==> src/sv/kbc_pkg.sv <==
`default_nettype none

package kbc_pkg;

  // fixed field widths of the transaction ports
  localparam int CMD_W    = 3;
  localparam int KEY_W    = 15;
  localparam int SIZE_W   = 9;
  localparam int IDX_W    = 8;
  localparam int WORD_W   = 16;
  localparam int STATUS_W = 3;
  localparam int CFG_W    = 13;

  // reset value of the low room limit register
  localparam logic [CFG_W-1:0] LOW_ROOM_RESET = 13'd50;

  typedef enum logic [CMD_W-1:0] {
    OP_WRITE = 3'd0,
    OP_PUT   = 3'd1,
    OP_GET   = 3'd2,
    OP_CLEAR = 3'd3,
    OP_READ  = 3'd4
  } kbc_op_e;

  typedef enum logic [STATUS_W-1:0] {
    STS_OK         = 3'd0,
    STS_MISS       = 3'd1,
    STS_PRESENT    = 3'd2,
    STS_TABLE_FULL = 3'd3,
    STS_POOL_SHORT = 3'd4,
    STS_IGNORED    = 3'd5
  } kbc_status_e;

  typedef enum logic [2:0] {
    ST_IDLE,
    ST_DECODE,
    ST_STAGE_RD,
    ST_SEARCH,
    ST_COPY,
    ST_RESP
  } kbc_state_e;

  // commands from controller to datapath
  typedef struct packed {
    logic        latch;
    logic        stage_wr;
    logic        stage_rd_cap;
    logic        clear;
    logic        search_start;
    logic        commit_put;
    logic        copy_start;
    logic        copy_get;
    logic        set_full;
    logic        res_set;
    kbc_status_e res_code;
    logic        res_hit_size;
    logic        out_load;
  } kbc_ctrl_t;

  // status from datapath to controller
  typedef struct packed {
    logic [CMD_W-1:0] op;
    logic             idx_ok;
    logic             size_bad;
    logic             full;
    logic             table_full;
    logic             pool_short;
    logic             room_low;
    logic             srch_hit;
    logic             srch_miss;
    logic             copy_done;
    logic             copy_busy;
    logic             out_free;
  } kbc_stat_t;

endpackage

`default_nettype wire

==> src/sv/kbc_ctrl.sv <==
`default_nettype none

module kbc_ctrl
  import kbc_pkg::*;
(
  input  wire logic      clk_i,
  input  wire logic      rst_ni,
  input  wire logic      in_valid_i,
  output logic           in_ready_o,
  input  wire kbc_stat_t stat_i,
  output kbc_ctrl_t      ctrl_o
);

  kbc_state_e state_q, state_d;

  always_ff @(posedge clk_i or negedge rst_ni) begin
    if (!rst_ni) begin
      state_q <= ST_IDLE;
    end else begin
      state_q <= state_d;
    end
  end

  always_comb begin
    state_d    = state_q;
    ctrl_o     = '0;
    in_ready_o = 1'b0;
    unique case (state_q)
      ST_IDLE: begin
        in_ready_o = 1'b1;
        if (in_valid_i) begin
          ctrl_o.latch = 1'b1;
          state_d      = ST_DECODE;
        end
      end
      ST_DECODE: begin
        ctrl_o.res_set = 1'b1;
        state_d        = ST_RESP;
        unique case (stat_i.op)
          OP_WRITE: begin
            if (stat_i.idx_ok) begin
              ctrl_o.stage_wr = 1'b1;
              ctrl_o.res_code = STS_OK;
            end else begin
              ctrl_o.res_code = STS_IGNORED;
            end
          end
          OP_READ: begin
            if (stat_i.idx_ok) begin
              ctrl_o.res_code = STS_OK;
              state_d         = ST_STAGE_RD;
            end else begin
              ctrl_o.res_code = STS_IGNORED;
            end
          end
          OP_CLEAR: begin
            ctrl_o.clear    = 1'b1;
            ctrl_o.res_code = STS_OK;
          end
          OP_PUT: begin
            if (stat_i.size_bad) begin
              ctrl_o.res_code = STS_IGNORED;
            end else if (stat_i.full) begin
              ctrl_o.res_code = STS_TABLE_FULL;
            end else begin
              ctrl_o.res_set      = 1'b0;
              ctrl_o.search_start = 1'b1;
              state_d             = ST_SEARCH;
            end
          end
          OP_GET: begin
            ctrl_o.res_set      = 1'b0;
            ctrl_o.search_start = 1'b1;
            state_d             = ST_SEARCH;
          end
          default: begin
            ctrl_o.res_code = STS_IGNORED;
          end
        endcase
      end
      ST_STAGE_RD: begin
        ctrl_o.stage_rd_cap = 1'b1;
        state_d             = ST_RESP;
      end
      ST_SEARCH: begin
        if (stat_i.srch_hit) begin
          ctrl_o.res_set = 1'b1;
          if (stat_i.op == OP_GET) begin
            ctrl_o.res_code     = STS_OK;
            ctrl_o.res_hit_size = 1'b1;
            ctrl_o.copy_start   = 1'b1;
            ctrl_o.copy_get     = 1'b1;
            state_d             = ST_COPY;
          end else begin
            ctrl_o.res_code = STS_PRESENT;
            state_d         = ST_RESP;
          end
        end else if (stat_i.srch_miss) begin
          ctrl_o.res_set = 1'b1;
          state_d        = ST_RESP;
          if (stat_i.op == OP_GET) begin
            ctrl_o.res_code = STS_MISS;
          end else if (stat_i.table_full) begin
            ctrl_o.set_full = 1'b1;
            ctrl_o.res_code = STS_TABLE_FULL;
          end else if (stat_i.pool_short) begin
            ctrl_o.set_full = stat_i.room_low;
            ctrl_o.res_code = STS_POOL_SHORT;
          end else begin
            ctrl_o.res_code   = STS_OK;
            ctrl_o.commit_put = 1'b1;
            ctrl_o.copy_start = 1'b1;
            state_d           = ST_COPY;
          end
        end
      end
      ST_COPY: begin
        if (stat_i.copy_done) begin
          state_d = ST_RESP;
        end
      end
      ST_RESP: begin
        if (stat_i.out_free) begin
          ctrl_o.out_load = 1'b1;
          state_d         = ST_IDLE;
        end
      end
      default: begin
        state_d = ST_IDLE;
      end
    endcase
  end

endmodule

`default_nettype wire

==> config.mk <==
export PLATFORM = sky130hd
export DESIGN_NAME = kbc_ctrl
export DESIGN_NICKNAME = d
export VERILOG_FILES = /design/src/sv/kbc_pkg.sv /design/src/sv/kbc_ctrl.sv
export SDC_FILE = /design/constraint.sdc
export NUM_CORES = 1
export LEC_CHECK = 0
export ABC_CLOCK_PERIOD_IN_PS = 1800
export BUFFER_PORTS_ARGS = -buffer_cell sky130_fd_sc_hd__buf_2
export CORE_AREA = 2 2 39 41
export CTS_CLUSTER_SIZE = 10
export DETAILED_ROUTE_END_ITERATION = 8
export DIE_AREA = 0 0 41 43
export PLACE_DENSITY = 0.75
export SLEW_MARGIN = 20
export SYNTH_ARGS = -nofsm -noshare
export SYNTH_HDL_FRONTEND = slang
export SYNTH_SLANG_ARGS = --single-unit
==> constraint.sdc <==
create_clock -name clk_i -period 1.8 [get_ports clk_i]
set_input_delay 0.36 -clock clk_i [delete_from_list [all_inputs] [get_ports clk_i]]
set_output_delay 0.36 -clock clk_i [all_outputs]
set_load 0.01 [all_outputs]
==> results summary <==
The flow ran to the end, but the final reports show violations. The final reports fail on setup timing. The post-synthesis area per instance is between 6 and 7 µm². The worst slack after detailed placement came out at 59.97 ps. For this design the top-level I/O count stands at 33. The final setup violation count is 6. The slack of the worst reg-to-reg path is about 600 ps. STA classifies the critical path startpoint as a flop. The number of flip-flops in the largest register came out at 3. Walking the worst path, the cells encountered are nand3b_1 > or3b_4 > nor4_1 > buf_2. During synthesis, Yosys emitted a total of 0 warnings. The worst setup path category is flop to output port.

The count of filler cells inserted in the layout is between 150 and 200. The final cell area excluding filler cells is 777.0 µm². Data on the critical path arrives at its endpoint at between 1500 and 2000 ps. The largest registers in the layout are state_q x3.

The fraction of the cycle the final worst path needs came out at 108.6%. On the critical path, the stage with the largest delay is an instance of sky130_fd_sc_hd__or3b_4. TritonCTS built the clock tree. The number of clock sinks seen by CTS is 3. The number of buffers created by CTS is 3. The number of buffers and inverters on the critical path came out at 1. The top fanout value on the critical path came out at 4. The cell-internal power came out at 401.8 µW. The worst IR drop on VDD is approximately 0.00045 V.

The share of cells above drive strength 1 came out at a little over two fifths. The worst hold path belongs to the class primary input to flop. The detailed-router iteration count before antenna repair is 4. The post-route antenna net violation count came out at 0. The post-synthesis sequential area ratio came out at 14.18%.

The worst-margin pin slew came out at between 200 and 300 ps. The total global-route track usage is a little over a fifth. Relative to the synthesized area, the layout overhead comes to 46.81%. The sum of negative setup slack came out at -529.4 ps. The first-pass GRT wire length is 2.504 mm.

Measured against its own limit, the worst slew margin works out to approximately four fifths. The total die area is about 0.0018 mm². The initial antenna violation count was 0. The cell family contributing the most delay on the critical path is simple AND/OR/NAND/NOR gates.

The detailed placer's ending HPWL came out at roughly 1.1 mm. Per report_power, the clock group accounts for around 17% of the total. Once placement finished, the instance area stood at approximately 710 µm². The worst hold slack after final layout came out at ~420 ps. In the synthesized netlist the dominant register cell turns out to be sky130_fd_sc_hd__dfrtp_1. In this run, the number of DRC markers left after iteration 0 of detailed routing was 16. Net switching is 45.63% of the power.

The worst setup margin is -155.1 ps. The share of flip-flops with an asynchronous set or reset after synthesis is between 90% and 100%. The horizontal die dimension came out at 41 µm. The core area is about 0.0014 mm². The unique cell type count in the Yosys netlist came out at 34. Synthesis inferred 3 register bits. The cell count after synthesis came out at 76. The overall routed net length is approximately 1.5 mm. The clock latency at the later pin of the worst-skew pair is ~250 ps. The number of antenna diodes in the final layout is 0. Power spread over the standard cell area amounts to 951.1 mW/mm². The via total after detailed routing is between 600 and 700.

The vertical die dimension came out at around 43 µm. The final estimated routing congestion in global placement is 0.7664. The count of H-tree levels built during CTS is 1.

The number of buffers on the longest clock path came out at 2. The final max-slew violation count is 0. Combinational cells account for 67.4% of the total power. The floorplan has 14 rows. Port buffering added 31 buffers. The final number of hold-violating endpoints came out at 0.

The delay of the slowest critical-path stage came out at between 400 and 500 ps. The standby leakage power came out at 0.3723 nW. The final period demand of the worst path is between 1500 and 2000 ps. In this run the power spent charging and discharging nets is approximately 340 µW.

More flip-flops sit in one register than any other, and that register is state_q. On the final layout, the worst clock skew is ~2.1 ps. Setup repair after global routing could not meet its margin everywhere. The root cell of the clock tree is sky130_fd_sc_hd__clkbuf_4. The netlist area before placement is 529.3 µm². The maximum achievable frequency is a little over 500 MHz. STA classifies the critical path endpoint as an output port.

In the routed design, unresolved DRC markers number 0. The number of setup buffers added after CTS is 0. The detail-routed net length per standard cell came out at 11.86 µm.

The critical path data required time is approximately 1400 ps. The via count normalized by instance count is approximately 5.4. The overflow left after global routing came out at 0. The number of synthesized flops with an enable pin is 0. The total number of nets in the final design came out at 130. After clock tree synthesis, the clock-pin slew on the worst setup and hold paths is about 40 ps. The total power after layout came out at 739.0 µW. The number of global-route vias before repair is 591. The number of max-cap violations came out at 0. The maximum number of pins on one net before global-route repair is 16. The synthesized netlist net count came out at between 90 and 100. The power share of the sequential group is between 10% and 20%. The initial core utilization is between 30% and 40%.
==> what timing repair did <==
| action | 4_1_cts | 5_1_grt |
|---|---|---|
| hold buffers | 1 | 0 |
| cloned | 0 | 0 |
| resized for setup | 0 | 5 |
| setup endpoints to repair | 5 | 10 |
| hold endpoints to repair | 3 | 0 |
==> worst register-to-register path, stage by stage (launching register included) <==
cell                       delay (ps)
sky130_fd_sc_hd__dfrtp_1          370
sky130_fd_sc_hd__buf_4            150
sky130_fd_sc_hd__nand2b_1         170
sky130_fd_sc_hd__o32ai_1          250
sky130_fd_sc_hd__a32oi_1           80
sky130_fd_sc_hd__o21ai_1          100
==> layout by cell type, fill, tap and decap left out, drive strengths merged, types with 3 or more instances in the layout <==
cell,Yosys,layout
a211oi,3,3
a21oi,7,7
buf,3,36
clkbuf,2,4
dfrtp,3,3
inv,4,4
nand2,3,3
nand2b,5,5
nor2,9,9
nor3,5,5
nor3b,4,4
o21ai,6,6
==> power by group through the flow <==
stage / registers [mW] / clock network, mW / logic, mW
floorplan: 0.122 / 0 / 0.300
global placement: 0.113 / 0 / 0.472
detailed placement: 0.115 / 0 / 0.482
CTS: 0.114 / 0.127 / 0.488
global route: 0.120 / 0.143 / 0.550
finish: 0.113 / 0.128 / 0.498
==> per-layer routing <==
layer / vias up / track usage, % / wire length (µm)
met5: - / 0 / 0
met3: 2 / 7.853 / 66
met1: 327 / 28.39 / 664
met2: 16 / 28.75 / 768
met4: 0 / 8.000 / 19
li1: 351 / - / -
==> final cells by class <==
| cell class | count | area [µm²] | area share, % |
|---|---|---|---|
| inverters | 4 | 15.01 | 1.932 |
| repair buffers | 37 | 202.7 | 26.09 |
| clock buffers | 4 | 26.28 | 3.382 |
| flip-flops and latches | 3 | 75.07 | 9.662 |
| multi-input cells | 64 | 437.9 | 56.36 |
| well taps | 16 | 20.02 | 2.576 |
==> synth_stat cells, drive strengths merged, types with 3 or more instances <==
cell type  number  share of area [%]
inv             4                2.8
buf             3                4.3
a21oi           7                6.6
o21ai           6                5.7
a211oi          3                5.2
nor3            5                4.7
nand2b          5                5.9
nor3b           4                6.6
nand2           3                2.1
nor2            9                6.4
dfrtp           3                 14
==> worst paths after layout <==
| check | cells past startpoint | to | start |
|---|---|---|---|
| setup / recovery | 4 | ctrl_o[9] | state_q[2]$_DFFE_PN0P_ |
| hold / removal | 3 | state_q[0]$_DFFE_PN0P_ | stat_i[2] |
| setup reg to reg | 5 | state_q[0]$_DFFE_PN0P_ | state_q[2]$_DFFE_PN0P_ |
| hold reg to reg | 3 | state_q[0]$_DFFE_PN0P_ | state_q[2]$_DFFE_PN0P_ |
| max in group asynchronous | 2 | state_q[2]$_DFFE_PN0P_ | rst_ni |
| min in group asynchronous | 2 | state_q[1]$_DFFE_PN0P_ | rst_ni |
==> through the flow <==
step / std cells / util (%)
final: 128 / 56.15
after global routing: 128 / 56.15
after CTS: 128 / 54.07
after detailed placement: 123 / 51.45
after global placement: 123 / 51.45
after floorplan: 76 / -
==> cells by family after synthesis <==
kind of cell / count (synthesis) / synth area share [%]
flops: 3 / 14.18
simple gates: 40 / 46.57
buf+inv: 9 / 8.510
compound gates: 24 / 30.73
Power figures use the tool's default switching activity.
